<file path="config.mk">
export PLATFORM = sky130hd
export DESIGN_NAME = ptd_queue
export DESIGN_NICKNAME = d
export VERILOG_FILES = /design/src/hw/rtl/ptd_pkg.sv /design/src/hw/rtl/ptd_queue.sv
export SDC_FILE = /design/constraint.sdc
export NUM_CORES = 1
export LEC_CHECK = 0
export ABC_AREA = 1
export BUFFER_PORTS_ARGS = -buffer_cell sky130_fd_sc_hd__buf_2
export CAP_MARGIN = 20
export CORE_ASPECT_RATIO = 1.4
export CORE_MARGIN = 4
export CORE_UTILIZATION = 47
export CTS_CLUSTER_DIAMETER = 200
export DETAILED_ROUTE_END_ITERATION = 8
export HOLD_SLACK_MARGIN = 0.1
export PLACE_DENSITY = 0.78
export SLEW_MARGIN = 30
export SYNTH_ARGS = -nofsm -noshare
export SYNTH_HDL_FRONTEND = slang
export SYNTH_SLANG_ARGS = --single-unit
export TNS_END_PERCENT = 30
</file>
<file path="constraint.sdc">
create_clock -name aclk -period 14.5 [get_ports aclk]
set_clock_uncertainty 0.15 [all_clocks]
set_input_delay 2.175 -clock aclk [delete_from_list [all_inputs] [get_ports aclk]]
set_output_delay 2.175 -clock aclk [all_outputs]
set_load 0.01 [all_outputs]
</file>
<file path="src/hw/rtl/ptd_pkg.sv">
// shared types and constants for the homogeneous point transform
package ptd_pkg;

    localparam int PT_W      = 32;
    localparam int PAIR_W    = 64;
    localparam int NUM_PAIRS = 8;
    localparam int CFG_IDX_W = 4;
    localparam int NUM_AXES  = 3;
    localparam int SUM_W     = 66;
    localparam int QUO_W     = 32;

    typedef logic [NUM_PAIRS-1:0][PAIR_W-1:0] mat_t;

    // identity matrix in Q16.16, column-major pairs
    localparam mat_t MAT_RESET = {
        64'h0001_0000_0000_0000, 64'h0, 64'h0000_0000_0001_0000, 64'h0,
        64'h0, 64'h0001_0000_0000_0000, 64'h0, 64'h0000_0000_0001_0000
    };

    typedef struct packed {
        logic signed [PT_W-1:0] point_x;
        logic signed [PT_W-1:0] point_y;
        logic signed [PT_W-1:0] point_z;
    } point_in_t;

    typedef struct packed {
        logic signed [PT_W-1:0] result_x;
        logic signed [PT_W-1:0] result_y;
        logic signed [PT_W-1:0] result_z;
        logic                   w_was_zero;
        logic                   saturated;
    } point_out_t;

    // classified item handed from front to back
    typedef struct packed {
        logic [NUM_AXES-1:0][SUM_W-1:0] mag;
        logic [NUM_AXES-1:0]            neg;
        logic [SUM_W-1:0]               den;
        logic                           w_was_zero;
    } ptd_item_t;

    typedef struct packed {
        logic full;
        logic empty;
    } q_stat_t;

    function automatic logic signed [PT_W-1:0] mat_entry(input mat_t m, input int unsigned k);
        logic [PAIR_W-1:0] p;
        p = m[k[3:1]];
        return $signed(k[0] ? p[PAIR_W-1:PT_W] : p[PT_W-1:0]);
    endfunction

endpackage

</file>
<file path="src/hw/rtl/ptd_queue.sv">
// two-entry queue between front and back
module ptd_queue import ptd_pkg::*; (
    input  logic      aclk,
    input  logic      aresetn,
    input  logic      in_valid,
    output logic      in_ready,
    input  ptd_item_t in_data,
    output logic      out_valid,
    input  logic      out_ready,
    output ptd_item_t out_data,
    output q_stat_t   stat
);

    ptd_item_t  mem_reg [2];
    logic       wr_ptr_reg, rd_ptr_reg;
    logic [1:0] count_reg, count_next;
    logic       push, pop;

    assign in_ready   = (count_reg != 2'd2);
    assign out_valid  = (count_reg != 2'd0);
    assign out_data   = mem_reg[rd_ptr_reg];
    assign push       = in_valid && in_ready;
    assign pop        = out_valid && out_ready;
    assign stat.full  = (count_reg == 2'd2);
    assign stat.empty = (count_reg == 2'd0);

    always_comb begin
        count_next = count_reg;
        if (push && !pop) count_next = count_reg + 2'd1;
        else if (pop && !push) count_next = count_reg - 2'd1;
    end

    always_ff @(posedge aclk) begin
        if (!aresetn) begin
            wr_ptr_reg <= 1'b0;
            rd_ptr_reg <= 1'b0;
            count_reg  <= 2'd0;
        end else begin
            if (push) wr_ptr_reg <= !wr_ptr_reg;
            if (pop)  rd_ptr_reg <= !rd_ptr_reg;
            count_reg <= count_next;
        end
    end

    always_ff @(posedge aclk) begin
        if (push) mem_reg[wr_ptr_reg] <= in_data;
    end

endmodule

</file>
Yosys cells after proc, flatten, opt, wreduce, memory -nomap -nowiden
Memories as Yosys holds them, arrays and structs flattened. A register that Yosys moved wholly into a read port is not among the register bits.
Cells that the tools add are included.
{"block": "word_totals", "mem_bits_rw": 536, "reg_bits": 4, "word_cells": 25, "inputBits": 272, "mem_count": 1}
{"block": "classes", "add_sub_neg": 2, "n_reduce_logical": 11, "n_mux": 6, "eq_ne": 2}
{"memory": "mem_reg", "depth": 2, "word_bits": 268, "read_ports": 1, "rd_ports_with_merged_regs": 1, "write_ports": 1, "line_no": "ptd_queue.sv:14", "rtl": "ptd_item_t mem_reg [2];"}
{"cell": "1-bit logical AND", "n": 4}
{"cell": "1-bit zero test", "n": 4}
{"cell": "1-bit two-way mux", "n": 4}
{"cell": "2-bit two-way mux", "n": 2}
{"cell": "2-bit nonzero test", "n": 2}
{"cell": "2-bit by 1-bit adder with 2-bit output, second input constant", "n": 1}
{"cell": "2-bit equality test, second input constant", "n": 1}
{"cell": "2-bit zero test", "n": 1}
{"cell": "2-bit != test, second input constant", "n": 1}
{"cell": "2-bit by 1-bit subtractor with 2-bit output, second input constant", "n": 1}

Depth between registers and ports, before layout
Gate-level depths: netlist of run 1.
{"block": "depth", "depth_word": 6, "mapped_depth": 10, "mapped_depth_nobuf": 10}

Worst setup path before layout of run 1
OpenSTA, ideal clock, no wires.
{"block": "synth_timing", "path_type": "in2reg", "start": "input in_valid", "end": "memory mem_reg[0][0] (netlist name) (enable)", "path_stages": 2, "setup_time_ns": 0.903, "arrival_time_ns": 13.427, "slack_ns": 0.019, "path_cell_list": "o21ai_0 > nor2_1"}
{"block": "synth_between", "elab_chain_cells": 3}
{"element": "start, declared", "line_no": "ptd_queue.sv:5", "rtl": "input logic in_valid,"}
{"element": "1-bit logical AND", "line_no": "ptd_queue.sv:22", "rtl": "assign push = in_valid && in_ready;"}
{"element": "1-bit two-way mux", "line_no": "ptd_queue.sv:46", "rtl": "if (push) mem_reg[wr_ptr_reg] <= in_data;"}
{"element": "1-bit two-way mux (implied by the code)", "line_no": "ptd_queue.sv:46"}
{"element": "end, declared", "line_no": "ptd_queue.sv:14"}
No other way between the ends.

==> impl_metrics.ini, run 1 <==
[worst_hold_path]
min_path_type = flip-flop to flip-flop
worst_hold_path.num_cells = 2

[timing]
final_hold_viol_count = 0
max_slew_margin_pct = 39.8
finalCriticalPeriod_ps = 5920
grt_setup_unrepaired = false
timing.setup.tns_ps = 0
setup_viol_count_final = 0
achievable-frequency_ghz = 0.169
worst-slew-pin-transition_ps = 903
final_min_period_over_clock_period_pct = 40.8
drv_slew = 0

[critical_path]
timing.critical_path.buf_inv = 4
worst_r2r_path_depth = 4
setup.worst_path.end_class = primary output
timing.critical_path.cells = buf_16 -> buf_4 -> buf_4 -> mux2_4 -> buf_2
crit_path_start_kind = flip-flop
critPathTopFamily = buffers and inverters
timing.setup.critical_path_class = flip-flop to primary output
crit_cells = 5
cp_data_arrival_time_ps = 3600
path_max_fanout = 52
cp_data_required_time_ps = 12180
cp_slowest_stage_delay_ps = 810
crit_path_frequent_cell = sky130_fd_sc_hd__buf_4
cp_slowest_cell = sky130_fd_sc_hd__buf_4

[power_and_ir_drop]
share_seq_of_total_power_pct = 47.6
p_switching_mw = 1.13
ir_worst_vdd_v = 0.000135
power_per_cell_area_nw_per_um2 = 170
power.share.combinational_pct = 24.5
leakage_nw = 9.77
swShare_pct = 26.2
clkPwrFrac_pct = 27.9
internal_power_mw = 3.16

[synth]
synth.top_cell.area_share_pct = 78.8
yosysSeqAreaShare_pct = 79.3
yosys_warnings = 0
ys_dominant_reg_cell = sky130_fd_sc_hd__edfxtp_1
synthesis.nets = 1147
ys_types = 14
post_synth_inst_count = 874
post_synth_most_frequent_cells = 536 x sky130_fd_sc_hd__edfxtp_1, 201 x sky130_fd_sc_hd__mux2_4, 67 x sky130_fd_sc_hd__mux2_2
post_synth.cell_area_avg_um2 = 23.4
synth_largest_area_cell = sky130_fd_sc_hd__edfxtp_1
synth_area_um2 = 20400
synth_most_common_cell = sky130_fd_sc_hd__edfxtp_1
synth_edf_count = 536
synth_register_bits = 541
synth-async-reset-ratio_pct = 0
netlist_top_cells_area = sky130_fd_sc_hd__edfxtp_1 79%, sky130_fd_sc_hd__mux2_4 15%, sky130_fd_sc_hd__mux2_2 3.7%, sky130_fd_sc_hd__buf_6 1.4%, sky130_fd_sc_hd__dfxtp_1 0.49%

[clock_network]
clkLatencyLatePin_ps = 550
cts.clk_slew.worst_paths_ps = 60
tritoncts = done
cts_max_level = 2
post_cts_resize_count = 0
cts.root.buffer_cell = sky130_fd_sc_hd__clkbuf_16
cts_setup_buffers = 0
cts_hold_buffers = 0
numCtsBuffers = 48
ctsLongestPathBuffers = 3
clock_sink_count = 541

[finish]
finish.net_count = 1722
regArea_um2 = 16200
synthToLayoutAreaGrowth_pct = 23.3
n_fill_cell = 3153
drive_gt1_share_pct = 60.3
layout.core_utilization_pct = 58.6
largest_register_ff_count = 536
multi_input_combinational_cell_area_um2 = 3890

[global_routing]
grt_antenna_before_repair = 12
grt_start_max_net_pins = 120
grt_first_pass_wirelength_um = 60200
grt_util_met3_pct = 5.31
global_route.overflow_total = 0
global_route.peak_usage_layer = met2
grt_util_all_layers_pct = 16.9
first_global_vias = 10400
gr-usage-met2_pct = 31.0
groute.layer.met1.usage_pct = 18.1

[drt]
wirelength_um = 42600
firstDrtPassIters = 5
post_drt_wl_per_cell_um = 20.8
dr_total_vias = 10100
post-route-drc-count = 0
antenna_nets_post_route = 0
drtIter0Drc = 574
route.detailed.vias_per_inst = 4.95

[die]
start_util_pct = 47.5
fp.dieH_um = 255
design.core.area_um2 = 43000
die_area_um2 = 46900
design.portCount = 544
die_w_um = 184
core.rowCount = 90

[placed_design]
globalplace.congestion = 0.826
port-buffer-count = 543
dp.final_hpwl_um = 30300

[flow_run]
cap_viol_max_count = 0

[run_status]
outcome = finished clean
## final cells by class
class / count / share of cell area (%)
Tap cell: 552 / 2.74
Timing Repair Buffer: 555 / 11.3
Antenna cell: 9 / 0.0894
Clock buffer: 64 / 5.29
Inverter: 11 / 0.164
Clock inverter: 20 / 0.606
Sequential cell: 541 / 64.3
Multi-Input combinational cell: 292 / 15.5
## cell families (layout without fill, tap and decap cells)
| kind of cell | Yosys count | after routing | synth area share, % |
|---|---|---|---|
| AO/OA/AOI/OAI | 4 | 4 | 0.0979 |
| adder cells (fa/ha/maj) | 1 | 1 | 0.0612 |
| buffers and inverters | 41 | 650 | 1.73 |
| flip-flops | 541 | 541 | 79.3 |
| multiplexers | 268 | 268 | 18.5 |
| other | 0 | 9 | 0 |
| AND/OR/NAND/NOR | 19 | 19 | 0.367 |
## tightest hold or removal path, delay by kind of cell, from the launching register on
family,cells,cell delay [ps]
flip-flops,1,340
AND/OR/NAND/NOR,2,150
## power groups by stage
stage,clock [mW],sequential (mW),combinational [mW]
2_1_floorplan,0,2.15,0.708
3_3_place_gp,0,2.08,1.03
3_5_place_dp,0,2.09,1.04
4_1_cts,1.23,2.06,1.05
5_1_grt,1.30,2.06,1.12
6_report,1.19,2.04,1.05
## layer usage
metal  up-vias  wire length, um  share of wire, %
met2       403            23100                54
li1       4618                -                 -
met5         -               27             0.063
met4         4             1550               3.6
met1      5000            14100                33
met3        93             3750               8.8
## final timing paths
| kind | from | to | slack, ps |
|---|---|---|---|
| max | flip-flop | out_data[211] | 8580 |
| min | rd_ptr_reg | flip-flop | 370 |
| max reg2reg | count_reg[0] | mem_reg[1][131] | 11180 |
| min reg2reg | rd_ptr_reg | flip-flop | 370 |
## stage by stage
stage | hold slack, ps | total power [mW] | cell area [um2] | worst slack, ps | cells
6_report | 368 | 4.29 | 25200 | 8580 | 2044
5_1_grt | 416 | 4.47 | 25200 | 8360 | 2044
4_1_cts | 366 | 4.33 | 25100 | 8290 | 2034
3_5_place_dp | 344 | 3.13 | 23600 | 8910 | 1950
3_3_place_gp | 332 | 3.11 | 23600 | 9000 | 1950
2_1_floorplan | 317 | 2.86 | 20400 | 19.2 | 874
## cells in the final DEF, fill, tap and decap left out, types with 2 or more instances in the layout
cell / n
sky130_fd_sc_hd__nand2_1: 6
sky130_fd_sc_hd__dfxtp_1: 4
sky130_fd_sc_hd__buf_6: 4
sky130_fd_sc_hd__clkbuf_8: 5
sky130_fd_sc_hd__buf_2: 543
sky130_fd_sc_hd__mux2_4: 201
sky130_fd_sc_hd__nor2_4: 2
sky130_fd_sc_hd__buf_4: 6
sky130_fd_sc_hd__edfxtp_1: 536
sky130_fd_sc_hd__inv_1: 11
sky130_fd_sc_hd__clkinv_2: 8
sky130_fd_sc_hd__clkinvlp_4: 4
sky130_fd_sc_hd__clkbuf_16: 49
sky130_fd_sc_hd__diode_2: 9
sky130_fd_sc_hd__clkinv_1: 6
sky130_fd_sc_hd__mux2_2: 67
sky130_fd_sc_hd__bufinv_16: 2
sky130_fd_sc_hd__nor2_1: 9
sky130_fd_sc_hd__o21ai_0: 3
sky130_fd_sc_hd__clkbuf_1: 10
Note: power is estimated with default switching activity, not from simulation.
==> run 2, diff against run 1 <==
==> constraint.sdc (replaced) <==
create_clock -name aclk -period 4.77 [get_ports aclk]
set_clock_uncertainty 0.15 [all_clocks]
set_input_delay 0.7155 -clock aclk [delete_from_list [all_inputs] [get_ports aclk]]
set_output_delay 0.7155 -clock aclk [all_outputs]
set_load 0.01 [all_outputs]
==> run 2 against run 1 <==
Clock power rose to 3.5 times the previous value. Register-to-register slack worse by 8500 ps. Die area did not move. Wire length rose by 4.7%. Critical path type unchanged. Largest power group unchanged.
==> impl_metrics.ini, run 2 (synthesis results as in run 1) <==
[power_and_ir_drop]
internal_power_mw = 10.1
leakage_nw = 9.97
post-layout-total-power_mw = 13.6
clkPwrFrac_pct = 30.4
power.share.combinational_pct = 24.0
power_per_cell_area_nw_per_um2 = 532
p_switching_mw = 3.56
ir_worst_vdd_v = 0.000467
swShare_pct = 26.1
share_seq_of_total_power_pct = 45.7

[critical_path]
cp_data_arrival_time_ps = 2520
timing.setup.critical_path_class = flip-flop to primary output
crit-reg2reg-launch = count_reg[0]
cp_slowest_cell = sky130_fd_sc_hd__dfxtp_4
critPathTopFamily = flip-flops
cp_data_required_time_ps = 3900
crit_path_start_kind = flip-flop
path_max_fanout = 52
setup.worst_path.end_class = primary output
cp_slowest_stage_delay_ps = 970
timing.critical_path.buf_inv = 2
timing.critical_path.cells = buf_12 -> mux2_4 -> buf_2

[finish]
layout_commonest_cell = sky130_fd_sc_hd__buf_2
finish.net_count = 1736
synthToLayoutAreaGrowth_pct = 25.5
n_fill_cell = 3135
largest_register_ff_count = 536
drive_gt1_share_pct = 61.0
layout.cells.most_common_list = 543 x sky130_fd_sc_hd__buf_2, 536 x sky130_fd_sc_hd__edfxtp_1, 201 x sky130_fd_sc_hd__mux2_4, 67 x sky130_fd_sc_hd__mux2_2, 51 x sky130_fd_sc_hd__clkbuf_16
final_cells = 2063

[placed_design]
port-buffer-count = 543
place.detailed.instances = 1964
dp.final_hpwl_um = 32100
globalplace.congestion = 0.796

[global_routing]
groute.layer.met1.usage_pct = 18.4
grt_antenna_before_repair = 17
grt_start_max_net_pins = 74
global_route.overflow_total = 0
gr-usage-met2_pct = 33.4
grt_first_pass_wirelength_um = 63400
grt_util_all_layers_pct = 17.8
grt_util_met3_pct = 5.44
first_global_vias = 11100
global_route.peak_usage_layer = met2

[drt]
firstDrtPassIters = 5
dr_total_vias = 10400
route.detailed.vias_per_inst = 5.03
antenna_nets_post_route = 0
wirelength_um = 44600
post-route-drc-count = 0
post_drt_wl_per_cell_um = 21.6
drtIter0Drc = 524

[timing]
final_hold_viol_count = 0
setup_viol_count_final = 0
final_min_period_over_clock_period_pct = 71.0
grt_setup_unrepaired = false
max_slew_margin_pct = 37.3
drv_slew = 0
achievable-frequency_ghz = 0.295
finalCriticalPeriod_ps = 3390
worst-slew-pin-transition_ps = 940

[die]
design.core.area_um2 = 43000
die_area_um2 = 46900
design.portCount = 544
fp.dieH_um = 255
start_util_pct = 47.5
die_w_um = 184
core.rowCount = 90

[run_status]
outcome = finished clean

[clock_network]
clkLatencyLatePin_ps = 550
cts.root.buffer_cell = sky130_fd_sc_hd__clkbuf_16
cts_setup_buffers = 0
clock_sink_count = 541
numCtsBuffers = 49
cts.clk_slew.worst_paths_ps = 60
tritoncts = done
cts_max_level = 2
post_cts_resize_count = 0
ctsLongestPathBuffers = 3
cts_hold_buffers = 0

[flow_run]
cap_viol_max_count = 0

[worst_hold_path]
min_path_type = primary input to flip-flop
hold_path.startpoint = in_data[262]
[run 2: changes by cell type in the layout (fill, tap and decap cells not counted), sizes merged]
cell,delta
bufinv,+8
inv,+4
clkbuf,-9
buf,+13
clkinv,-1
diode,+3
clkinvlp,+1
[run 2: per-stage QoR]
stage | TNS (ps) | util [%] | setup slack [ps] | hold slack (ps) | instance area (um2)
after floorplan | -298960 | - | -565 | 317 | 20500
after global placement | 0 | 55.4 | 1960 | 323 | 23800
after detailed placement | 0 | 55.5 | 1940 | 341 | 23900
after CTS | 0 | 59.5 | 1340 | 163 | 25600
after global routing | 0 | 59.6 | 1270 | 164 | 25600
final | 0 | 59.6 | 1380 | 197 | 25600
[run 2: final cells by class]
type / count / area (um2) / area share, %
flip-flops and latches: 541 / 16200 / 63.2
multi-input cells: 292 / 3910 / 15.2
repair buffers: 568 / 3040 / 11.8
clock buffers: 55 / 1290 / 5.04
well taps: 552 / 691 / 2.69
clock inverters: 32 / 440 / 1.72
inverters: 11 / 41.3 / 0.161
diodes: 12 / 30.0 / 0.117
[run 2: worst paths after layout]
| kind | to | slack, ps | cells past startpoint |
|---|---|---|---|
| min | mem_reg[0][262] | 200 | 1 |
| max | out_data[117] | 1380 | 3 |
| max reg2reg | mem_reg[0][177] | 2660 | 3 |
| min reg2reg | rd_ptr_reg | 380 | 2 |
[run 2: power by group through the flow]
stage	Combinational (mW)	Sequential [mW]	Clock, mW
final	3.27	6.23	4.15
after global routing	3.46	6.29	4.45
after CTS	3.32	6.24	4.24
after detailed placement	3.30	6.34	0
after global placement	3.24	6.29	0
after floorplan	2.16	6.31	0
[run 2: metal layers]
| metal | share of wire, % | vias up |
|---|---|---|
| met3 | 8.2 | 94 |
| met1 | 33 | 5179 |
| li1 | - | 4656 |
| met4 | 3.7 | 10 |
| met2 | 55 | 431 |
| met5 | 0.14 | - |
==> run 3, diff against run 2 <==
--- a/config.mk
+++ b/config.mk
@@ -8,13 +8,12 @@
 export ABC_AREA = 1
 export BUFFER_PORTS_ARGS = -buffer_cell sky130_fd_sc_hd__buf_2
 export CAP_MARGIN = 20
-export CORE_ASPECT_RATIO = 1.4
 export CORE_MARGIN = 4
-export CORE_UTILIZATION = 47
+export CORE_UTILIZATION = 50
 export CTS_CLUSTER_DIAMETER = 200
 export DETAILED_ROUTE_END_ITERATION = 8
 export HOLD_SLACK_MARGIN = 0.1
-export PLACE_DENSITY = 0.78
+export PLACE_DENSITY = 0.79
 export SLEW_MARGIN = 30
 export SYNTH_ARGS = -nofsm -noshare
 export SYNTH_HDL_FRONTEND = slang
==> constraint.sdc (replaced) <==
create_clock -name aclk -period 3.4 [get_ports aclk]
set_clock_uncertainty 0.15 [all_clocks]
set_input_delay 0.51 -clock aclk [delete_from_list [all_inputs] [get_ports aclk]]
set_output_delay 0.51 -clock aclk [all_outputs]
set_load 0.01 [all_outputs]
==> run 3 against run 2 <==
Die area is 5.9% lower. Setup slack got worse by 910 ps. Cell count rose by 11%. Count of clock-buffer cells in the layout up 9. Global-route usage grew 5.4 points. Cell area up 9.5%. Wire length increased by 20%. Critical path depth unchanged. Non-clock buffer count grew 270. Clock power is 27% higher.
==> impl_metrics.ini, run 3 (synthesis results as in run 1) <==
[placed_design]
dp.final_hpwl_um = 32700
place.detailed.instances = 1938
globalplace.congestion = 0.796
port-buffer-count = 543

[die]
design.core.area_um2 = 40100
fp.dieH_um = 210
die_area_um2 = 44200
core.rowCount = 73
design.portCount = 544
die_w_um = 210
start_util_pct = 51.0

[drt]
firstDrtPassIters = 5
drtIter0Drc = 845
post_drt_wl_per_cell_um = 23.3
wirelength_um = 53500
post-route-drc-count = 0
dr_total_vias = 11800
antenna_nets_post_route = 0
route.detailed.vias_per_inst = 5.14

[finish]
synthToLayoutAreaGrowth_pct = 37.5
largest_register_ff_count = 536
drive_gt1_share_pct = 51.4
final_cells = 2300
layout.cells.most_common_list = 543 x sky130_fd_sc_hd__buf_2, 536 x sky130_fd_sc_hd__edfxtp_1, 269 x sky130_fd_sc_hd__dlygate4sd3_1, 201 x sky130_fd_sc_hd__mux2_4, 67 x sky130_fd_sc_hd__mux2_2
finish.net_count = 2009
layout_commonest_cell = sky130_fd_sc_hd__buf_2

[critical_path]
timing.setup.critical_path_class = flip-flop to primary output
crit_path_start_kind = flip-flop
cp_data_arrival_time_ps = 2270
setup.worst_path.end_class = primary output
path_max_fanout = 25
cp_data_required_time_ps = 2740

[power_and_ir_drop]
ir_worst_vdd_v = 0.000456
internal_power_mw = 13.8
share_seq_of_total_power_pct = 45.7
swShare_pct = 27.7
leakage_nw = 11.0
power.share.combinational_pct = 26.6
power_per_cell_area_nw_per_um2 = 680
p_switching_mw = 5.28
clkPwrFrac_pct = 27.6

[timing]
finalCriticalPeriod_ps = 2930
max_slew_margin_pct = 43.1
drv_slew = 0
worst-slew-pin-transition_ps = 854
setup_viol_count_final = 0
grt_setup_unrepaired = false
timing.setup.tns_ps = 0
final_min_period_over_clock_period_pct = 86.1
achievable-frequency_ghz = 0.342
final_hold_viol_count = 0
hold_slack_ps = 231

[clock_network]
numCtsBuffers = 52
cts.root.buffer_cell = sky130_fd_sc_hd__clkbuf_16
clock_sink_count = 541
cts.clk_slew.worst_paths_ps = 70
cts_max_level = 2
ctsLongestPathBuffers = 3
clkLatencyLatePin_ps = 580
post_cts_resize_count = 0
tritoncts = done

[run_status]
outcome = finished clean

[flow_run]
cap_viol_max_count = 0

[worst_hold_path]
min_path_type = primary input to flip-flop

[global_routing]
grt_antenna_before_repair = 6
first_global_vias = 12900
grt_util_all_layers_pct = 23.2
global_route.overflow_total = 0
grt_first_pass_wirelength_um = 77600
grt_start_max_net_pins = 135
run 3: final cells by class:
class | count | area (um2)
well taps | 525 | 657
diodes | 4 | 10.0
multi-input cells | 292 | 3910
clock inverters | 25 | 160
fillers | 2298 | 12000
clock buffers | 64 | 1370
inverters | 11 | 41.3
flip-flops and latches | 541 | 16200
repair buffers | 838 | 5740
run 3: repair_timing:
action,CTS,global route
hold endpoints to repair,541,0
hold buffers,269,0
setup buffers,0,0
run 3: worst paths after layout:
path	startpoint	end	slack [ps]	cells after the start
hold reg to reg	rd_ptr_reg	rd_ptr_reg	390	2
setup / recovery	flip-flop	out_data[62]	470	3
hold / removal	in_valid	wr_ptr_reg	230	4
setup reg to reg	count_reg[0]	mem_reg[0][197]	1400	4
run 3: power groups by stage:
stage	sequential, mW	clock, mW	combinational (mW)
finish	8.74	5.28	5.09
global route	8.80	5.65	5.34
detailed placement	8.84	0	4.71
floorplan	8.85	0	3.04
global placement	8.78	0	4.65
CTS	8.71	5.34	5.00
run 3: worst max-delay path, stage by stage (launching register included):
cell and delay [ps]:
sky130_fd_sc_hd__dfxtp_4 610, sky130_fd_sc_hd__buf_4 520, sky130_fd_sc_hd__mux2_4 350, sky130_fd_sc_hd__buf_2 160
run 3: per-stage QoR:
| step | power (mW) | util, % | setup slack, ps | area (um2) |
|---|---|---|---|---|
| floorplan | 11.9 | - | -1730 | 20500 |
| global placement | 13.4 | 59.5 | 1100 | 23900 |
| detailed placement | 13.6 | 59.5 | 1090 | 23900 |
| CTS | 19.1 | 70.0 | 436 | 28100 |
| global route | 19.8 | 70.0 | 397 | 28100 |
| finish | 19.1 | 70.0 | 472 | 28100 |
run 3: routing by layer:
| metal | GRT usage, % | vias up | share of wire, % |
|---|---|---|---|
| met1 | 26.2 | 5853 | 35 |
| met4 | 8.17 | 6 | 3.3 |
| met3 | 8.02 | 114 | 10 |
| li1 | - | 5198 | - |
| met5 | 0 | - | 0.075 |
| met2 | 41.2 | 647 | 51 |
